==> config.mk <==
export PLATFORM = sky130hd
export DESIGN_NAME = spmd_exec
export DESIGN_NICKNAME = d
export VERILOG_FILES = /design/src/rtl/spmd_pkg.sv /design/src/rtl/spmd_exec.sv
export SDC_FILE = /design/constraint.sdc
export NUM_CORES = 1
export LEC_CHECK = 0
export ABC_AREA = 1
export BUFFER_PORTS_ARGS = -buffer_cell sky130_fd_sc_hd__buf_4
export CORE_AREA = 2 2 130 132
export DETAILED_ROUTE_END_ITERATION = 8
export DIE_AREA = 0 0 132 134
export PLACE_DENSITY_LB_ADDON = 0.2
export SKIP_LAST_GASP = 1
export SLEW_MARGIN = 20
export SYNTH_ARGS = -nofsm -noshare
export SYNTH_HDL_FRONTEND = slang
export SYNTH_SLANG_ARGS = --single-unit
==> constraint.sdc <==
create_clock -name vclk -period 4.25
set_clock_uncertainty 0.05 [all_clocks]
set_input_delay 0.425 -clock vclk [all_inputs]
set_output_delay 0.425 -clock vclk [all_outputs]
set_load 0.1 [all_outputs]
==> src/rtl/spmd_pkg.sv <==
// ----------------------------------------------------------------------------
// spmd_pkg
// Shared types, codes and tables of the signal pending mask dispatcher.
// ----------------------------------------------------------------------------
package spmd_pkg;

  localparam int NUM_TASKS_DEF = 64;
  localparam int TASK_IDX_W    = 6;

  localparam logic [4:0]  SIG_KILL    = 5'd9;
  localparam logic [4:0]  SIG_STOP    = 5'd19;
  localparam logic [4:0]  SIG_CHILD   = 5'd17;
  localparam logic [31:0] UNBLOCKABLE = (32'd1 << SIG_KILL) | (32'd1 << SIG_STOP);

  localparam logic [2:0] KIND_SEND     = 3'd0;
  localparam logic [2:0] KIND_DISPATCH = 3'd1;
  localparam logic [2:0] KIND_BLOCK    = 3'd2;
  localparam logic [2:0] KIND_UNBLOCK  = 3'd3;
  localparam logic [2:0] KIND_SETDISP  = 3'd4;

  localparam logic [1:0] DISP_DEFAULT = 2'd0;
  localparam logic [1:0] DISP_IGNORE  = 2'd1;
  localparam logic [1:0] DISP_USER    = 2'd2;
  localparam logic [1:0] DISP_RSVD    = 2'd3;

  localparam logic [1:0] DA_TERM = 2'd0;
  localparam logic [1:0] DA_IGN  = 2'd1;
  localparam logic [1:0] DA_STOP = 2'd2;
  localparam logic [1:0] DA_CONT = 2'd3;

  localparam logic [2:0] ACT_NONE      = 3'd0;
  localparam logic [2:0] ACT_IGNORED   = 3'd1;
  localparam logic [2:0] ACT_HANDLER   = 3'd2;
  localparam logic [2:0] ACT_CONTINUE  = 3'd3;
  localparam logic [2:0] ACT_TERMINATE = 3'd4;

  // Default action of each signal, signal 31 first.
  localparam logic [31:0][1:0] DFLT_ACT = {
    DA_TERM, DA_TERM, DA_TERM, DA_IGN,  DA_TERM, DA_TERM, DA_TERM, DA_TERM,
    DA_IGN,  DA_STOP, DA_STOP, DA_STOP, DA_STOP, DA_CONT, DA_IGN,  DA_TERM,
    DA_TERM, DA_TERM, DA_TERM, DA_TERM, DA_TERM, DA_TERM, DA_TERM, DA_TERM,
    DA_TERM, DA_TERM, DA_TERM, DA_TERM, DA_TERM, DA_TERM, DA_TERM, DA_TERM
  };

  typedef struct packed {
    logic [4:0]  exit_sig;
    logic [63:0] disp;
    logic [31:0] blocked;
    logic [31:0] pending;
  } spmd_entry_t;

  localparam int ENTRY_W = $bits(spmd_entry_t);

  typedef struct packed {
    logic [2:0]            kind;
    logic [TASK_IDX_W-1:0] task_req;
    logic [4:0]            signal;
    logic [31:0]           mask;
    logic [1:0]            disposition;
    logic                  task_exists;
    logic                  task_live;
    logic                  task_asleep;
    logic [TASK_IDX_W-1:0] parent;
    logic                  parent_live;
  } spmd_req_t;

  typedef struct packed {
    logic       status;
    logic [2:0] action;
    logic [4:0] chosen_signal;
    logic       wake;
    logic [1:0] old_disposition;
    logic       parent_notified;
  } spmd_res_t;

  typedef struct packed {
    logic        we;
    logic        notify;
    spmd_entry_t entry;
    spmd_res_t   res;
  } spmd_exec_t;

endpackage

==> src/rtl/spmd_exec.sv <==
// ----------------------------------------------------------------------------
// spmd_exec
// Read-modify-write logic for one task entry: applies a request to the entry
// read from memory and forms the result word.
// ----------------------------------------------------------------------------
module spmd_exec #(
  parameter int NUM_TASKS = spmd_pkg::NUM_TASKS_DEF
) (
  input  spmd_pkg::spmd_req_t   req,
  input  spmd_pkg::spmd_entry_t rd_entry,
  output spmd_pkg::spmd_exec_t  ex
);
  import spmd_pkg::*;

  logic        in_range;
  logic        live;
  logic        par_ok;
  logic [31:0] bit_sel;
  logic [31:0] deliv;
  logic [31:0] lowest;
  logic [4:0]  chosen;
  logic [1:0]  d;
  logic [1:0]  da;
  logic [1:0]  nd;

  assign in_range = 32'(req.task_req) < 32'(NUM_TASKS);
  assign live     = req.task_exists & req.task_live;
  assign par_ok   = (req.parent != '0) && (32'(req.parent) < 32'(NUM_TASKS))
                    && req.parent_live;
  assign bit_sel  = 32'd1 << req.signal;
  assign deliv    = rd_entry.pending & ~rd_entry.blocked & ~32'd1;
  assign lowest   = deliv & (~deliv + 32'd1);
  assign d        = rd_entry.disp[{chosen, 1'b0} +: 2];
  assign da       = DFLT_ACT[chosen];
  assign nd       = (req.disposition == DISP_RSVD) ? DISP_USER : req.disposition;

  always_comb begin
    chosen = '0;
    for (int i = 1; i < 32; i++) begin
      if (lowest[i]) begin
        chosen = chosen | 5'(i);
      end
    end
  end

  always_comb begin
    ex       = '0;
    ex.entry = rd_entry;
    case (req.kind)
      KIND_SEND: begin
        if (!in_range || req.signal == '0 || !live) begin
          ex.res.status = 1'b1;
        end else begin
          ex.we = 1'b1;
          if ((bit_sel & UNBLOCKABLE) != '0 || (rd_entry.blocked & bit_sel) == '0) begin
            ex.entry.pending = rd_entry.pending | bit_sel;
          end
        end
      end
      KIND_DISPATCH: begin
        if (in_range && req.task_exists && chosen != '0) begin
          ex.we                    = 1'b1;
          ex.entry.pending[chosen] = 1'b0;
          ex.res.chosen_signal     = chosen;
          if (d == DISP_IGNORE) begin
            ex.res.action = ACT_IGNORED;
          end else if (d != DISP_DEFAULT) begin
            ex.res.action = ACT_HANDLER;
          end else if (da == DA_IGN) begin
            ex.res.action = ACT_IGNORED;
          end else if (da == DA_CONT) begin
            ex.res.action = ACT_CONTINUE;
            ex.res.wake   = req.task_asleep;
          end else begin
            ex.res.action     = ACT_TERMINATE;
            ex.entry.exit_sig = chosen;
            ex.notify         = par_ok;
          end
        end
      end
      KIND_BLOCK: begin
        if (!in_range) begin
          ex.res.status = 1'b1;
        end else begin
          ex.we            = 1'b1;
          ex.entry.blocked = rd_entry.blocked | (req.mask & ~UNBLOCKABLE);
        end
      end
      KIND_UNBLOCK: begin
        if (!in_range) begin
          ex.res.status = 1'b1;
        end else begin
          ex.we            = 1'b1;
          ex.entry.blocked = rd_entry.blocked & ~req.mask;
        end
      end
      KIND_SETDISP: begin
        if (!in_range || req.signal == '0 || (bit_sel & UNBLOCKABLE) != '0) begin
          ex.res.status = 1'b1;
        end else begin
          ex.we                                  = 1'b1;
          ex.res.old_disposition                 = rd_entry.disp[{req.signal, 1'b0} +: 2];
          ex.entry.disp[{req.signal, 1'b0} +: 2] = nd;
        end
      end
      default: begin
        ex.res.status = 1'b1;
      end
    endcase
  end

endmodule

==> results.env, run 1 <==
CELL_SEEN_MOST_OFTEN_AMONG_CRITICAL_PATH_STAGES='sky130_fd_sc_hd__nand2_1'
PWR-SHARE-CLK_PCT=0
AREA_GROWTH_SYN_TO_LAYOUT_PCT=49.2
OVERFLOW=0
LAYOUT.CELLS.MOST_COMMON_LIST='sky130_fd_sc_hd__buf_4, sky130_fd_sc_hd__nand2_1, sky130_fd_sc_hd__inv_1'
NETLIST_INSTANCES=1285
STATUS='finished, final reports clean'
GRT_PASS1_WL_UM=54000
SYNTH.AVG_CELL_AREA_SQ_UM=4.72
MAX-SLEW-MARGIN-REL_PCT=37.2
FIN_CELLS=1820
PERIOD_SHARE_PCT=94.4
TIMING.HOLD.WORST.START='rd_entry[51]'
HOLD_PATH_END='ex[64]'
ANTENNA_CELLS_INSERTED=0
POST-DP-HPWL_UM=30900
SWITCHING_SHARE_PCT=74.5
RSZ0062_AT_GRT='no'
POST_SYNTH_NUM_CELL_TYPES=47
IR_DROP_uV=121
SEQUENTIALPOWERSHARE_PCT=0
ANT_NETS=0
DESIGN.PORTCOUNT=339
NET_COUNT_FINAL=1805
POWER-PER-CELL-AREA_nW_PER_UM2=180
MOST_COMMON_CELL_AFTER_LAYOUT_FILL_AND_TAPS_ASIDE='sky130_fd_sc_hd__buf_4'
TIMING.FINAL.CRIT_PERIOD_PS=4010
CP-START-KIND='input pin'
MAX-CAP-VIOLATIONS=0
SYNTH.NET_COUNT=1488
DRT_PASS1_ITERATIONS=6
WORST-PATH-MAX-FANOUT=9
FIN_TNS_SETUP_PS=0
DIE_H_UM=134
SETUP.WORST_PATH.CLASS='input pin to output pin'
FLOORPLAN_CORE_AREA_SQ_UM=16300
STD_CELL_ROWS=47
FINALSETUPVIOLATIONS=0
ROUTE.DETAILED.VIAS_PER_INST=5.53
ROUTE.FINAL.WIRE_LENGTH_UM=36300
CLOCK_BUFFER_COUNT=0
WL_PER_CELL_UM=19.9
NETLIST_AREA_SQ_UM=6070
AREA.SEQUENTIAL_SQ_UM=0
FIRST_ITER_VIOLATIONS=978
CRIT_PATH_MAX_INCR_DELAY_PS=370
DIE-WIDTH_UM=132
WORST-SLEW-PIN-TRANSITION_PS=941
DP_SLACK_PS=234
CRIT_CHAIN='buf_4 > inv_1 > nand2_2 > nand2_2 > nor2_8 > nand3_1 > nand2_1 > nor2_1 > nand2_1 > nor2_2 > nand3_2 > nor2_4 > ha_1 > nand2_1 > nand2_2 > clkinv_1 > nand2_1 > o22ai_1 > inv_1 > buf_4'
FINAL_CORE_UTIL_PCT=55.6
GRT_ANTENNA_BEFORE_REPAIR=0
FINAL_MAX_SLEW_VIOL_COUNT=0
WORST_EP_REQUIRED_TIME_PS=3770
WORST_HOLD_PATH_DEPTH=4
BUFFER_PORTS.INSERTED=332
LEAKAGEPOWER_nW=5.05
POST_DP_CELL_AREA_SQ_UM=9040
CP.ARRIVAL_PS=3540
WORST_HOLD_PATH_TYPE='input pin to output pin'
DESIGN_AREA_SQ_UM=9050
POWER.SWITCHING_mW=1.21
HOLDBUFCOUNTCTS=0
HOLD_VIOL_FINAL=0
FMAX_MHz=249
START_UTIL_PCT=37.2
DESIGN.SEQ.COUNT=0
YOSYS_WARN_COUNT=0
CELLINTERNALPOWER_uW=414
POST_ROUTE_CELLS_DRIVE_ABOVE_1_SHARE_PCT=29.4
SETUP.WORST_PATH.START='rd_entry[36]'
DETAILROUTE.VIA_COUNT=10069
DETAIL_ROUTE.DRC_VIOLATIONS=0
GRT_PASS1_VIAS=9332
GP_CONGESTION=1.04
SETUP.WORST_PATH.END_CLASS='output pin'
COMBPWRFRAC_PCT=100.0
DIEAREA_SQ_UM=17700
WORST_SLACK_PS=238
PLACE_INST=1820
FILLERS=1784
PIN_COUNT_OF_THE_BIGGEST_NET_ENTERING_GLOBAL_ROUTING=35
SYNTH-SEQ-AREA-SHARE_PCT=0
CRIT_SLOWEST_CELL='sky130_fd_sc_hd__clkinv_1'
GROUTE.USAGE.OVERALL_PCT=39.1
how the worst max path moves through the flow:
stage,cells past startpoint,to
2_1_floorplan,17,ex[97]
3_3_place_gp,19,ex[90]
3_5_place_dp,19,ex[89]
4_1_cts,19,ex[89]
5_1_grt,15,ex[121]
6_report,20,ex[27]
kinds of logic after synthesis:
| kind of cell | after synthesis | synth area share (%) |
|---|---|---|
| other cells | 1 | 0.0618 |
| fa+ha+maj | 12 | 2.47 |
| buf+inv | 281 | 18.4 |
| mux | 2 | 0.330 |
| simple gates | 745 | 56.2 |
| compound gates | 244 | 22.5 |
cell usage after synthesis (all sizes together), types with 3 or more instances:
library cell	n	share of area, %
nand3b	19	2.4
a31oi	9	0.93
a21oi	71	6.0
o22ai	18	1.9
ha	12	2.5
nand2	380	25
nand4	19	2.2
buf	17	2.1
inv	233	14
clkbuf	30	1.9
nor3	39	3.4
o211ai	8	0.99
nand3	115	10
o31ai	4	0.49
o32ai	7	1.0
o21ai	116	9.6
a41oi	3	0.43
nor2	154	11
nor4	14	1.4
critical path, delay by kind of cell:
kind / cells / cell delay [ps]
and+or+nand+nor: 13 / 1760
buffers and inverters: 5 / 990
AOI/OAI and AO/OA: 1 / 100
adders and majority gates: 1 / 260
repair_timing:
item                                    4_1_cts  5_1_grt
buffers inserted                              0        0
endpoints found under the setup margin        0        2
resized for setup                             0        1
routing by layer:
layer  track usage, %  wire (um)  up-vias  part of all wire (%)
li1                 -          -     4802                     -
met2             68.3      16900      634                    47
met3             4.65       3110      131                   8.6
met1             46.3      13800     4502                    38
met5                0          0        -                     0
met4             22.6       2530        0                   7.0
power groups by stage:
stage / clock (mW) / combinational, mW / sequential [mW]
3_3_place_gp: 0 / 1.60 / 0
3_5_place_dp: 0 / 1.60 / 0
2_1_floorplan: 0 / 1.12 / 0
4_1_cts: 0 / 1.61 / 0
5_1_grt: 0 / 1.70 / 0
6_report: 0 / 1.63 / 0
per-stage QoR:
step	power, mW	hold WS, ps
global placement	1.60	1220
global route	1.70	1230
CTS	1.61	1220
finish	1.63	1220
floorplan	1.12	1060
detailed placement	1.60	1220
cell type report:
cell class | instances | area (sq um) | share of cell area, %
Inverter | 234 | 878 | 9.70
Timing Repair Buffer | 362 | 2760 | 30.4
Tap cell | 220 | 275 | 3.04
Multi-Input combinational cell | 1004 | 5140 | 56.8
No activity file was read; power rests on OpenSTA's default activity.
==> run 2, diff against run 1 <==
CORE_AREA = 2 2 131 133   (was 2 2 130 132)
DIE_AREA = 0 0 133 135   (was 0 0 132 134)
REMOVE_ABC_BUFFERS = 1   (was not set)
clock period = 5.1 ns   (was 4.25 ns; I/O delays follow)
==> results.env, run 2 (synthesis gave the netlist of run 1 again) <==
MAX-CAP-VIOLATIONS=0
LEAKAGEPOWER_nW=4.94
POWER-PER-CELL-AREA_nW_PER_UM2=150
POST_ROUTE_CELLS_DRIVE_ABOVE_1_SHARE_PCT=26.2
POST_CTS_RESIZED=0
DESIGN.PORTCOUNT=339
DIE-WIDTH_UM=133
TIMING.FINAL.CRIT_PERIOD_PS=4600
POST_DP_CELL_AREA_SQ_UM=8720
FINALSETUPVIOLATIONS=0
WORST_HOLD_PATH_TYPE='input pin to output pin'
DESIGN.SEQ.COUNT=0
LAYOUT.CELLS.MOST_COMMON_LIST='sky130_fd_sc_hd__nand2_1, sky130_fd_sc_hd__buf_4, sky130_fd_sc_hd__inv_1'
SETUP.WORST_PATH.END_CLASS='output pin'
GRT_ANTENNA_BEFORE_REPAIR=0
HOLD_PATH_END='ex[54]'
FLOORPLAN_CORE_AREA_SQ_UM=16400
SETUP.WORST_PATH.CLASS='input pin to output pin'
MOST_COMMON_CELL_AFTER_LAYOUT_FILL_AND_TAPS_ASIDE='sky130_fd_sc_hd__nand2_1'
MAX-SLEW-MARGIN-REL_PCT=29.6
RSZ0062_AT_GRT='no'
DIEAREA_SQ_UM=18000
WORST_SLACK_PS=497
CP-START-KIND='input pin'
GP_CONGESTION=1.02
OVERFLOW=0
DETAIL_ROUTE.DRC_VIOLATIONS=0
WORST_EP_REQUIRED_TIME_PS=4540
POST-DP-HPWL_UM=28900
STATUS='finished, final reports clean'
PIN_COUNT_OF_THE_BIGGEST_NET_ENTERING_GLOBAL_ROUTING=38
CP.ARRIVAL_PS=4040
FIRST_ITER_VIOLATIONS=1064
GROUTE.USAGE.OVERALL_PCT=36.5
WORST-SLEW-PIN-TRANSITION_PS=1050
DP_SLACK_PS=645
DETAILROUTE.VIA_COUNT=9867
HOLD_VIOL_FINAL=0
ROUTE.FINAL.WIRE_LENGTH_UM=34600
DESIGN_AREA_SQ_UM=8720
AREA.SEQUENTIAL_SQ_UM=0
ROUTE.DETAILED.VIAS_PER_INST=5.46
DIE_H_UM=135
AREA_GROWTH_SYN_TO_LAYOUT_PCT=43.7
ANT_NETS=0
ANTENNA_CELLS_INSERTED=0
STD_CELL_ROWS=47
CRIT_CHAIN='buf_4 > inv_1 > nand2_1 > nand2_2 > nor2_2 > nand2_2 > nor2_2 > nand2_1 > nand3_1 > nor2_1 > nand3_4 > inv_1 > ha_1 > nand2_1 > nand2_2 > clkinv_1 > a31oi_1 > buf_4'
GRT_PASS1_VIAS=9393
WORST-PATH-MAX-FANOUT=37
IR_DROP_uV=121
PLACE_INST=1806
GRT_PASS1_WL_UM=51600
START_UTIL_PCT=37.0
FIN_CELLS=1806
REPORT.POWER.TOTAL_mW=1.31
WL_PER_CELL_UM=19.2
CLOCK_BUFFER_COUNT=0
NET_COUNT_FINAL=1791
DRT_PASS1_ITERATIONS=5
HOLD_SLACK_PS=1390
FINAL_MAX_SLEW_VIOL_COUNT=0
FMAX_MHz=217
FIN_TNS_SETUP_PS=0
CRIT_SLOWEST_CELL='sky130_fd_sc_hd__nand3_4'
FINAL_CORE_UTIL_PCT=53.1
FILLERS=1845
MULTIINPUTGATEAREA_SQ_UM=4950
PERIOD_SHARE_PCT=90.3
BUFFER_PORTS.INSERTED=332
HOLDBUFCOUNTCTS=0
CTS_SETUP_BUFFERS=0
TIMING.HOLD.WORST.START='rd_entry[41]'
WORST_HOLD_PATH_DEPTH=4
CRIT_PATH_MAX_INCR_DELAY_PS=420
## run 2: power by group
group	switching (mW)	total [mW]	internal [mW]
clock network	0	0	0
registers	0	0	0
logic	0.989	1.31	0.323
total	0.989	1.31	0.323
## run 2: worst max path at each step
stage,cells past startpoint,start,end
2_1_floorplan,16,rd_entry[58],ex[3]
3_3_place_gp,18,rd_entry[40],ex[38]
3_5_place_dp,18,rd_entry[40],ex[38]
4_1_cts,18,rd_entry[40],ex[38]
5_1_grt,20,rd_entry[40],ex[27]
6_report,18,rd_entry[40],ex[38]
## run 2: critical path, delay by kind of cell
kind,cells,cell delay (ps)
buffers and inverters,5,1250
adder cells (fa/ha/maj),1,220
AO/OA/AOI/OAI,1,400
AND/OR/NAND/NOR,11,1640
## run 2: layout make-up
type / count / area share, %
inverter: 234 / 10.1
tap: 220 / 3.16
timing repair buffer: 348 / 30.0
multi-input combinational: 1004 / 56.8
## run 2: routing by layer
layer	track usage, %	part of all wire, %	vias up	wire, um
li1	-	-	4774	-
met4	14.6	4.3	0	1500
met2	65.8	48	652	16600
met5	0	0	-	0
met3	5.11	11	92	3650
met1	43.7	37	4349	12800
